[config.mk]
export PLATFORM = sky130hd
export DESIGN_NAME = dds_mip_chain_layout
export DESIGN_NICKNAME = d
export VERILOG_FILES = /design/src/rtl/dml_pkg.sv /design/src/rtl/dds_mip_chain_layout.sv
export SDC_FILE = /design/constraint.sdc
export NUM_CORES = 1
export LEC_CHECK = 0
export BUFFER_PORTS_ARGS = -buffer_cell sky130_fd_sc_hd__buf_4
export CAP_MARGIN = 15
export CORE_MARGIN = 8
export CORE_UTILIZATION = 32
export CTS_CLUSTER_SIZE = 25
export DETAILED_ROUTE_END_ITERATION = 8
export PLACE_DENSITY = 0.52
export SLEW_MARGIN = 20
export SYNTH_ARGS = -nofsm -noshare
export SYNTH_HDL_FRONTEND = slang
export SYNTH_SLANG_ARGS = --single-unit
[constraint.sdc]
create_clock -name clk -period 16.65 [get_ports clk]
set_input_delay 4.1625 -clock clk [delete_from_list [all_inputs] [get_ports clk]]
set_output_delay 4.1625 -clock clk [all_outputs]
set_load 0.005 [all_outputs]
[src/rtl/dml_pkg.sv]
// Shared types, codes and format decode functions for the DDS mip chain layout block.
`timescale 1ns / 1ps

package dml_pkg;

  typedef logic [3:0] fmt_t;
  typedef logic [1:0] status_t;

  localparam fmt_t FMT_UNKNOWN = 4'd0;
  localparam fmt_t FMT_RGBA8   = 4'd1;
  localparam fmt_t FMT_BC1     = 4'd2;
  localparam fmt_t FMT_BC2     = 4'd3;
  localparam fmt_t FMT_BC3     = 4'd4;
  localparam fmt_t FMT_BC4U    = 4'd5;
  localparam fmt_t FMT_BC4S    = 4'd6;
  localparam fmt_t FMT_BC5U    = 4'd7;
  localparam fmt_t FMT_BC5S    = 4'd8;
  localparam fmt_t FMT_BC7     = 4'd9;

  localparam status_t ST_OK      = 2'd0;
  localparam status_t ST_SHORT   = 2'd1;
  localparam status_t ST_NO_SIZE = 2'd2;

  localparam int unsigned MAX_MIPS = 15;
  localparam int unsigned MAX_DIM  = 16384;
  localparam int unsigned DIM_W    = 15;
  localparam int unsigned PROD_W   = 2 * DIM_W;
  localparam int unsigned SIZE_W   = PROD_W + 4;

  localparam logic [31:0] HDR_BYTES    = 32'd128;
  localparam logic [31:0] DX10_HDR_END = 32'd148;

  // Pixel-format flag masks
  localparam int unsigned FLAG_FOURCC_BIT = 2;
  localparam logic [31:0] FLAG_RGBA       = 32'h0000_0041;

  // FourCC codes, first character in the low byte
  localparam logic [31:0] FCC_DX10 = 32'h3031_5844;
  localparam logic [31:0] FCC_DXT1 = 32'h3154_5844;
  localparam logic [31:0] FCC_DXT2 = 32'h3254_5844;
  localparam logic [31:0] FCC_DXT3 = 32'h3354_5844;
  localparam logic [31:0] FCC_DXT4 = 32'h3454_5844;
  localparam logic [31:0] FCC_DXT5 = 32'h3554_5844;
  localparam logic [31:0] FCC_ATI1 = 32'h3149_5441;
  localparam logic [31:0] FCC_ATI2 = 32'h3249_5441;
  localparam logic [31:0] FCC_BC4U = 32'h5534_4342;
  localparam logic [31:0] FCC_BC4S = 32'h5334_4342;
  localparam logic [31:0] FCC_BC5U = 32'h5535_4342;
  localparam logic [31:0] FCC_BC5S = 32'h5335_4342;

  // DXGI format numbers
  localparam logic [7:0] DXGI_RGBA8 = 8'd28;
  localparam logic [7:0] DXGI_BC1   = 8'd71;
  localparam logic [7:0] DXGI_BC2   = 8'd74;
  localparam logic [7:0] DXGI_BC3   = 8'd77;
  localparam logic [7:0] DXGI_BC4U  = 8'd80;
  localparam logic [7:0] DXGI_BC4S  = 8'd81;
  localparam logic [7:0] DXGI_BC5U  = 8'd83;
  localparam logic [7:0] DXGI_BC5S  = 8'd84;
  localparam logic [7:0] DXGI_BC7   = 8'd98;

  function automatic fmt_t from_dxgi(input logic [7:0] d);
    fmt_t f;
    unique case (d)
      DXGI_RGBA8: f = FMT_RGBA8;
      DXGI_BC1:   f = FMT_BC1;
      DXGI_BC2:   f = FMT_BC2;
      DXGI_BC3:   f = FMT_BC3;
      DXGI_BC4U:  f = FMT_BC4U;
      DXGI_BC4S:  f = FMT_BC4S;
      DXGI_BC5U:  f = FMT_BC5U;
      DXGI_BC5S:  f = FMT_BC5S;
      DXGI_BC7:   f = FMT_BC7;
      default:    f = FMT_UNKNOWN;
    endcase
    return f;
  endfunction

  function automatic fmt_t from_fourcc(input logic [31:0] c);
    fmt_t f;
    unique case (c)
      FCC_DXT1:           f = FMT_BC1;
      FCC_DXT2, FCC_DXT3: f = FMT_BC2;
      FCC_DXT4, FCC_DXT5: f = FMT_BC3;
      FCC_ATI1, FCC_BC4U: f = FMT_BC4U;
      FCC_BC4S:           f = FMT_BC4S;
      FCC_ATI2, FCC_BC5U: f = FMT_BC5U;
      FCC_BC5S:           f = FMT_BC5S;
      default:            f = FMT_UNKNOWN;
    endcase
    return f;
  endfunction

endpackage

[src/rtl/dds_mip_chain_layout.sv]
// Top level: DDS header decode and per-level mip offset and size sequencer.
`timescale 1ns / 1ps

// Takes one parsed DDS header per transfer and returns one result per mip
// level (offset, clamped size, format, status, last). After the header
// transfer each level passes through a multiply state on the shared 15x15
// multiplier (width times height, or block columns times block rows), a
// state that scales and clamps the size against the remaining file bytes,
// and a wait state in which the result sits in the output register until
// its transfer. in_stall stays high from the header transfer until the last
// result has been transferred. A DX10 header on a file shorter than 148
// bytes gives a single error result straight away.
module dds_mip_chain_layout (
  input  logic               clk,
  input  logic               rst_n,
  input  logic               in_valid,
  output logic               in_stall,
  input  logic [31:0]        in_pixel_flags,
  input  logic [31:0]        in_four_cc,
  input  logic [7:0]         in_dxgi_format,
  input  logic [14:0]        in_image_width,
  input  logic [14:0]        in_image_height,
  input  logic [3:0]         in_mip_levels,
  input  logic [31:0]        in_file_bytes,
  output logic               out_valid,
  input  logic               out_stall,
  output logic [3:0]         out_level_index,
  output logic [31:0]        out_level_offset,
  output logic [31:0]        out_level_bytes,
  output dml_pkg::fmt_t      out_format_code,
  output dml_pkg::status_t   out_status,
  output logic               out_last
);
  import dml_pkg::*;

  localparam logic [1:0] S_IDLE = 2'd0;
  localparam logic [1:0] S_MUL  = 2'd1;
  localparam logic [1:0] S_SIZE = 2'd2;
  localparam logic [1:0] S_WAIT = 2'd3;

  logic [1:0]        state_r, state_nxt;
  fmt_t              fmt_r;
  status_t           status_r;
  logic [DIM_W-1:0]  w_r, h_r;
  logic [3:0]        mips_r, idx_r;
  logic [31:0]       off_r, fbytes_r, rem_r;
  logic [PROD_W-1:0] prod_r;
  logic              out_valid_r;
  logic [3:0]        out_idx_r;
  logic [31:0]       out_off_r, out_bytes_r;
  fmt_t              out_fmt_r;
  status_t           out_status_r;
  logic              out_last_r;

  logic              in_xfer, out_xfer;
  logic              has_fourcc, is_dx10, too_short;
  fmt_t              fmt_dec;
  logic [DIM_W-1:0]  w_sat, h_sat;
  logic [3:0]        mips_dec;
  logic [DIM_W-1:0]  op_a, op_b;
  logic [DIM_W-1:0]  bw, bh;
  logic [DIM_W-1:0]  w_half, h_half;
  logic [SIZE_W-1:0] size_full, size_clamp;

  assign in_xfer  = in_valid && !in_stall;
  assign out_xfer = out_valid_r && !out_stall;
  assign in_stall = (state_r != S_IDLE);

  // Header decode
  assign has_fourcc = in_pixel_flags[FLAG_FOURCC_BIT];
  assign is_dx10    = has_fourcc && (in_four_cc == FCC_DX10);
  assign too_short  = is_dx10 && (in_file_bytes < DX10_HDR_END);

  always_comb begin
    if (has_fourcc) begin
      fmt_dec = is_dx10 ? from_dxgi(in_dxgi_format) : from_fourcc(in_four_cc);
    end else if ((in_pixel_flags & FLAG_RGBA) == FLAG_RGBA) begin
      fmt_dec = FMT_RGBA8;
    end else begin
      fmt_dec = FMT_UNKNOWN;
    end
  end

  // Saturate dimensions and clamp mip count
  assign w_sat = (32'(in_image_width) > MAX_DIM) ? DIM_W'(MAX_DIM) : in_image_width;
  assign h_sat = (32'(in_image_height) > MAX_DIM) ? DIM_W'(MAX_DIM) : in_image_height;

  always_comb begin
    if (in_mip_levels == 4'd0) begin
      mips_dec = 4'd1;
    end else if (32'(in_mip_levels) > MAX_MIPS) begin
      mips_dec = 4'(MAX_MIPS);
    end else begin
      mips_dec = in_mip_levels;
    end
  end

  // Shared multiplier operands: pixels for RGBA8, 4x4 blocks otherwise (at least one)
  assign bw   = ((w_r + DIM_W'(3)) >> 2 == '0) ? DIM_W'(1) : (w_r + DIM_W'(3)) >> 2;
  assign bh   = ((h_r + DIM_W'(3)) >> 2 == '0) ? DIM_W'(1) : (h_r + DIM_W'(3)) >> 2;
  assign op_a = (fmt_r == FMT_RGBA8) ? w_r : bw;
  assign op_b = (fmt_r == FMT_RGBA8) ? h_r : bh;

  // Scale the product by bytes per pixel or per block
  always_comb begin
    case (fmt_r)
      FMT_RGBA8:                    size_full = SIZE_W'(prod_r) << 2;
      FMT_BC1, FMT_BC4U, FMT_BC4S:  size_full = SIZE_W'(prod_r) << 3;
      FMT_BC2, FMT_BC3, FMT_BC5U, FMT_BC5S, FMT_BC7:
                                    size_full = SIZE_W'(prod_r) << 4;
      default:                      size_full = '0;
    endcase
  end

  assign size_clamp = (size_full > SIZE_W'(rem_r)) ? SIZE_W'(rem_r) : size_full;

  assign w_half = ((w_r >> 1) == '0) ? DIM_W'(1) : (w_r >> 1);
  assign h_half = ((h_r >> 1) == '0) ? DIM_W'(1) : (h_r >> 1);

  always_comb begin
    state_nxt = state_r;
    unique case (state_r)
      S_IDLE: begin
        if (in_xfer) state_nxt = too_short ? S_WAIT : S_MUL;
      end
      S_MUL:  state_nxt = S_SIZE;
      S_SIZE: state_nxt = S_WAIT;
      S_WAIT: begin
        if (out_xfer) state_nxt = out_last_r ? S_IDLE : S_MUL;
      end
      default: state_nxt = S_IDLE;
    endcase
  end

  always_ff @(posedge clk) begin
    if (!rst_n) begin
      state_r     <= S_IDLE;
      out_valid_r <= 1'b0;
    end else begin
      state_r <= state_nxt;
      unique case (state_r)
        S_IDLE: begin
          if (in_xfer) begin
            // Latch the decoded header; short DX10 files answer at once
            fmt_r    <= fmt_dec;
            status_r <= (fmt_dec == FMT_UNKNOWN) ? ST_NO_SIZE : ST_OK;
            w_r      <= w_sat;
            h_r      <= h_sat;
            mips_r   <= mips_dec;
            idx_r    <= 4'd0;
            off_r    <= is_dx10 ? DX10_HDR_END : HDR_BYTES;
            fbytes_r <= in_file_bytes;
            if (too_short) begin
              out_valid_r  <= 1'b1;
              out_idx_r    <= 4'd0;
              out_off_r    <= '0;
              out_bytes_r  <= '0;
              out_fmt_r    <= FMT_UNKNOWN;
              out_status_r <= ST_SHORT;
              out_last_r   <= 1'b1;
            end
          end
        end
        S_MUL: begin
          prod_r <= PROD_W'(op_a) * PROD_W'(op_b);
          rem_r  <= (fbytes_r > off_r) ? (fbytes_r - off_r) : '0;
        end
        S_SIZE: begin
          out_valid_r  <= 1'b1;
          out_idx_r    <= idx_r;
          out_off_r    <= off_r;
          out_bytes_r  <= size_clamp[31:0];
          out_fmt_r    <= fmt_r;
          out_status_r <= status_r;
          out_last_r   <= (idx_r == mips_r - 4'd1);
        end
        S_WAIT: begin
          if (out_xfer) begin
            // Advance to the next level: step offset, halve dimensions
            out_valid_r <= 1'b0;
            idx_r       <= idx_r + 4'd1;
            off_r       <= off_r + out_bytes_r;
            w_r         <= w_half;
            h_r         <= h_half;
          end
        end
        default: out_valid_r <= 1'b0;
      endcase
    end
  end

  assign out_valid        = out_valid_r;
  assign out_level_index  = out_idx_r;
  assign out_level_offset = out_off_r;
  assign out_level_bytes  = out_bytes_r;
  assign out_format_code  = out_fmt_r;
  assign out_status       = out_status_r;
  assign out_last         = out_last_r;

  // A result only waits while the header side is held off
  a_busy_while_result: assert property (@(posedge clk) disable iff (!rst_n)
    out_valid |-> in_stall)
    else $error("result pending while input open");

  // A short DX10 file gives exactly one result
  a_short_is_last: assert property (@(posedge clk) disable iff (!rst_n)
    (out_valid && out_status == ST_SHORT) |-> out_last)
    else $error("short file result not marked last");

  // Formats without a size never report bytes
  a_nosize_zero: assert property (@(posedge clk) disable iff (!rst_n)
    (out_valid && out_status == ST_NO_SIZE) |-> (out_level_bytes == 32'd0))
    else $error("unsized format reported bytes");

  // After the last transfer the block returns to accepting headers
  a_last_frees: assert property (@(posedge clk) disable iff (!rst_n)
    (out_valid && !out_stall && out_last) |=> (!out_valid && !in_stall))
    else $error("block not released after last result");

  // Next level follows the previous one at offset plus size
  a_offset_chain: assert property (@(posedge clk) disable iff (!rst_n)
    (out_valid && !out_stall && !out_last) |=> (off_r == $past(out_level_offset)
      + $past(out_level_bytes)))
    else $error("level offset chain broken");

endmodule

==> Yosys cells after proc, flatten, opt, wreduce, memory -nomap -nowiden <==
Index checks and enable logic that the tools add are counted.
{ "totals": {"output_inout_bits": 77, "wordCells": 147, "inputBits": 142, "reg_bits": 248} }
{ "op_classes": {"eq_ne": 38, "order_cmp": 5, "mux": 50, "add_sub_neg": 6, "n_mul": 1, "reduce_logical": 29} }
{ "ops": {"columns": ["op", "n"], "rows": [
  ["$eq 32x30->1 const B", 8],
  ["$pmux 32 s2", 3],
  ["$mux 32", 5],
  ["$eq 32x31->1 const B", 4],
  ["$mux 15", 8],
  ["$pmux 34 s3", 1],
  ["$eq 8x7->1 const B", 8],
  ["$logic_not 15->1", 4],
  ["$pmux 15 s2", 2],
  ["$pmux 4 s9", 1],
  ["$gt 34x32->1", 1],
  ["$add 32x32->32", 1],
  ["$gt 32x32->1", 1],
  ["$lt 32x8->1 const B", 1],
  ["$sub 32x32->32", 1],
  ["$add 15x2->15 const B", 2],
  ["$gt 15x15->1 const B", 2],
  ["$mul 15x15->30", 1],
  ["$mux 14", 2],
  ["$pmux 4 s7", 1],
  ["$mux 13", 2],
  ["$mux 4", 6],
  ["$pmux 4 s2", 3],
  ["$eq 4x3->1 const B", 4],
  ["29 further kinds", 57]
]} }

==> Logic depth before layout (Yosys ltp) <==
{ "logic_depth": {"ltp_word": 7, "depth_mapped": 33, "ltp_nobuf": 30} }

==> Worst setup path after synthesis <==
OpenSTA, ideal clock, no wires.
{ "synth_timing": {"path_kind": "in2reg", "start": "input port in_four_cc[27]", "end": "register out_fmt_r[0] (netlist: out_format_code[0]) (enable)", "setup_ns": 0.616, "stages": 6, "slack_ns": 5.455, "t_required_ns": 16.034, "n_path_buf": 0, "t_arrival_ns": 10.580, "path_cell_list": "nor3b_1 -> nand3b_1 -> or2_2 -> nor2_1 -> a31oi_1 -> nor3b_1"} }
{ "synth_between": {"elab_chain_len": 5} }
{ "synth_lines": {"columns": ["element", "line_no", "rtl"], "rows": [
  ["start: declaration", "dds_mip_chain_layout.sv:19", "input logic [31:0] in_four_cc,"],
  ["$eq 32x30->1", "dds_mip_chain_layout.sv:71", "assign is_dx10 = has_fourcc && (in_four_cc == FCC_DX10);"],
  ["$logic_and 1x1->1", "dds_mip_chain_layout.sv:71", null],
  ["$logic_and 1x1->1", "dds_mip_chain_layout.sv:72", "assign too_short = is_dx10 && (in_file_bytes < DX10_HDR_END);"],
  ["$ne 2x2->1 (no source line)", null, null],
  ["$reduce_and 4->1 (no source line)", null, null],
  ["end signal: assignment", "dds_mip_chain_layout.sv:173", "out_fmt_r <= fmt_r;"],
  ["end: declaration", "dds_mip_chain_layout.sv:51", "fmt_t out_fmt_r;"]
]} }
No other way between the ends.
A chain may end at the register's enable or synchronous reset.

==> Final worst setup path <==
{ "layout_timing": {"start": "register h_r[2]", "end": "register prod_r[28] (data pin)"} }
{ "layout_between": {"elab_chain_len": 5} }
{ "layout_lines": {"columns": ["element", "line_no", "rtl"], "rows": [
  ["start: declaration", "dds_mip_chain_layout.sv:44", "logic [DIM_W-1:0] w_r, h_r;"],
  ["start signal: assignment", "dds_mip_chain_layout.sv:148", "h_r <= h_sat;"],
  ["start signal: assignment", "dds_mip_chain_layout.sv:184", "h_r <= h_half;"],
  ["$add 15x2->15", "dds_mip_chain_layout.sv:100", "assign bh = ((h_r + DIM_W'(3)) >> 2 == '0) ? DIM_W'(1) : (h_r + DIM_W'(3)) >> 2;"],
  ["$logic_not 15->1", "dds_mip_chain_layout.sv:100", null],
  ["$mux 13", "dds_mip_chain_layout.sv:100", null],
  ["$mux 15 *", "dds_mip_chain_layout.sv:102", "assign op_b = (fmt_r == FMT_RGBA8) ? h_r : bh;"],
  ["$mul 15x15->30 *", "dds_mip_chain_layout.sv:165", "prod_r <= PROD_W'(op_a) * PROD_W'(op_b);"],
  ["end signal: assignment", "dds_mip_chain_layout.sv:165", null],
  ["end: declaration", "dds_mip_chain_layout.sv:47", "logic [PROD_W-1:0] prod_r;"]
]} }
Mark *: on every way between the ends. The rest lies on a longest branch, timed or not.

==> results_dict.tcl <==
set metrics [dict create \
    vias 17693 \
    cp_max_fo 11 \
    cts_max_level 1 \
    ys_ff_latch 247 \
    nNetsFinal 3044 \
    maxCapViolations 0 \
    drtAntennaViolNets 0 \
    syn_inst 2384 \
    start_util_pct 32.3 \
    min-delay-path-class "flip-flop to flip-flop" \
    synth_area_mm2 0.0225 \
    clock_sinks 247 \
    area_growth_pct 15.4 \
    cp-end-kind "flip-flop" \
    finalCritPeriodShare_pct 53.1 \
    synth-edff-count 244 \
    core_mm2 0.0698 \
    yosysMostFrequentCell "inv_1" \
    yosys.area.top_type_share_pct 32.6 \
    ys_async_sr_fraction_pct 0 \
    grtUsageTotal_pct 15.9 \
    clock_latency_ns 0.57 \
    antenna_found_initial 0 \
    wl_per_cell_um 18.2 \
    die_h_um 281 \
    slew_headroom_pct 32.5 \
    grt_max_degree 76 \
    drcViolationCount 0 \
    start_kind "flip-flop" \
    synth_area_leaders "edfxtp_1, fa_1, ha_1" \
    synth_fp_nets 2889 \
    finClkSkew_ns 0.0190 \
    hold_buffers 0 \
    fin_util_pct 37.2 \
    place.gp.congestion 0.873 \
    synth-seq-area-share_pct 32.8 \
    synth_warnings 0 \
    root_buffer "clkbuf_16" \
    cts_setup_buffers 0 \
    cp-startpoint "h_r[2]" \
    clk_pin_slew_ns 0.06 \
    drv_slew 0 \
    criticalPathCategory "flip-flop to flip-flop" \
    avgViaCountPerCell 5.05 \
    finalSetupViolCount 0 \
    synth_common_cells "inv_1, nor2_1, nand2_1" \
    fin_crit_ns 8.84 \
    antenna_cells 0 \
    drt_wl_total_um 63800 \
    critPathRequiredTime_ns 16.97 \
    portBuffers 189 \
    synth_top_cell_by_area "edfxtp_1" \
    crit_arrival_ns 9.16 \
    ios 219 \
    dieWidth_um 281 \
    fp-row-count 97 \
    synth_cell_type_count 81 \
    dieArea_mm2 0.0791 \
    tightest_slew_ns 1.01 \
    rsz0062_at_grt "false" \
    clockBufferDepth 3 \
    grt_pass1_wl_um 101000 \
    totalNegativeSetupSlack_ns 0 \
    worstHoldStart "status_r[1]" \
    numCtsBuffers 30 \
    grt.overflow.total 0 \
    cts_tree "built" \
    fmax_mhz 113 \
    avgSynthCellArea_um2 9.44 \
    drive_above_1_share_pct 11.7 \
    synth-main-ff-cell "edfxtp_1" \
    hold_viol 0 \
    run_status "finished clean" \
    grt_pass1_vias 18493 \
    dp_hpwl_um 51000 \
    drt_iter0_drc 1061 \
    firstDrtPassIters 5 \
    reg2reg_from "h_r[2]" \
    cts_resized 0 \
]
==> metrics by stage <==
stage          instance area [um2]  worst slack [ns]  instances  hold WS (ns)
3_3_place_gp                 25000              7.96       3447         0.509
2_1_floorplan                22500              5.45       2384         0.503
3_5_place_dp                 25000              7.89       3447         0.521
6_report                     26000              7.81       3502         0.532
4_1_cts                      26000              7.86       3502         0.535
5_1_grt                      26000              7.31       3502         0.564
==> final timing paths <==
check,endpoint,slack (ns),cells after the start
worst max-delay path,prod_r[28],7.81,27
worst min-delay path,out_status[1],0.53,1
worst max register to register,prod_r[28],7.81,27
worst min register to register,out_status[1],0.53,1
==> final cells by class <==
class | instances | area [um2]
tap | 940 | 1180
inverter | 296 | 1110
sequential | 247 | 7390
clock inverter | 20 | 195
multi-input combinational | 1748 | 13700
timing repair buffer | 216 | 1620
fill | 7045 | 43800
clock buffer | 35 | 791
==> layout by cell type (no fill, tap or decap), types with 6 or more instances in the layout <==
cell type	n
or3_1	8
edfxtp_1	244
nor2_1	254
o211ai_1	6
a211o_1	6
a211oi_1	43
nor3b_1	9
nand4_1	17
or2_2	7
nor4_1	25
nand3_1	36
o21bai_1	9
xnor2_1	38
fa_1	169
nand2b_1	30
clkinv_1	9
clkinv_2	6
a21oi_1	132
nand2_1	253
inv_1	294
xor2_1	34
nor2b_1	20
a211oi_2	7
a21o_1	58
a31oi_1	15
mux2i_1	12
a22o_1	15
o21a_1	25
ha_1	193
and3_1	51
o21ai_0	73
a22oi_1	31
and2_1	32
nor3_1	38
buf_4	216
clkbuf_16	31
==> sequential cells by signal (all words and copies together) (netlist names), 15 cells and up <==
| signal | cells |
|---|---|
| w_r | 15 |
| out_level_offset | 32 |
| h_r | 15 |
| off_r | 32 |
| fbytes_r | 32 |
| prod_r | 30 |
| rem_r | 32 |
| out_level_bytes | 32 |
==> worst max-delay path, cell delays in order (launching register included) <==
cell and delay, ns:
edfxtp_1 0.63, o2111a_2 0.36, and3_1 0.19, and3_1 0.35
nand2_1 0.15, o21ai_0 0.20, a21oi_1 0.12, a311oi_2 0.81
nand2_1 0.19, fa_1 0.50, fa_1 0.53, fa_1 0.49
inv_1 0.05, fa_1 0.50, fa_1 0.56, inv_1 0.06
fa_1 0.52, inv_1 0.04, ha_1 0.37, a21o_1 0.20
a21oi_1 0.13, o21ai_0 0.11, a21oi_1 0.21, a21oi_1 0.14
or3_1 0.37, a31o_2 0.26, a311o_1 0.37, xor2_1 0.15
==> layer usage <==
| layer | global-route usage, % | routed length, um |
|---|---|---|
| met4 | 5.03 | 1870 |
| met3 | 1.85 | 2590 |
| met1 | 20.0 | 28100 |
| met5 | 0 | 0 |
| met2 | 28.2 | 31300 |
==> kinds of logic after synthesis <==
| group | Yosys count | synth area share (%) |
|---|---|---|
| fa+ha+maj | 363 | 25.8 |
| buf+inv | 389 | 6.67 |
| compound gates | 487 | 14.4 |
| xor+xnor | 72 | 2.80 |
| simple gates | 814 | 17.0 |
| flops | 247 | 32.8 |
| mux | 12 | 0.534 |
Power is not shown: default switching activity piles up to over one toggle a cycle in this logic, so the estimate is an artifact.
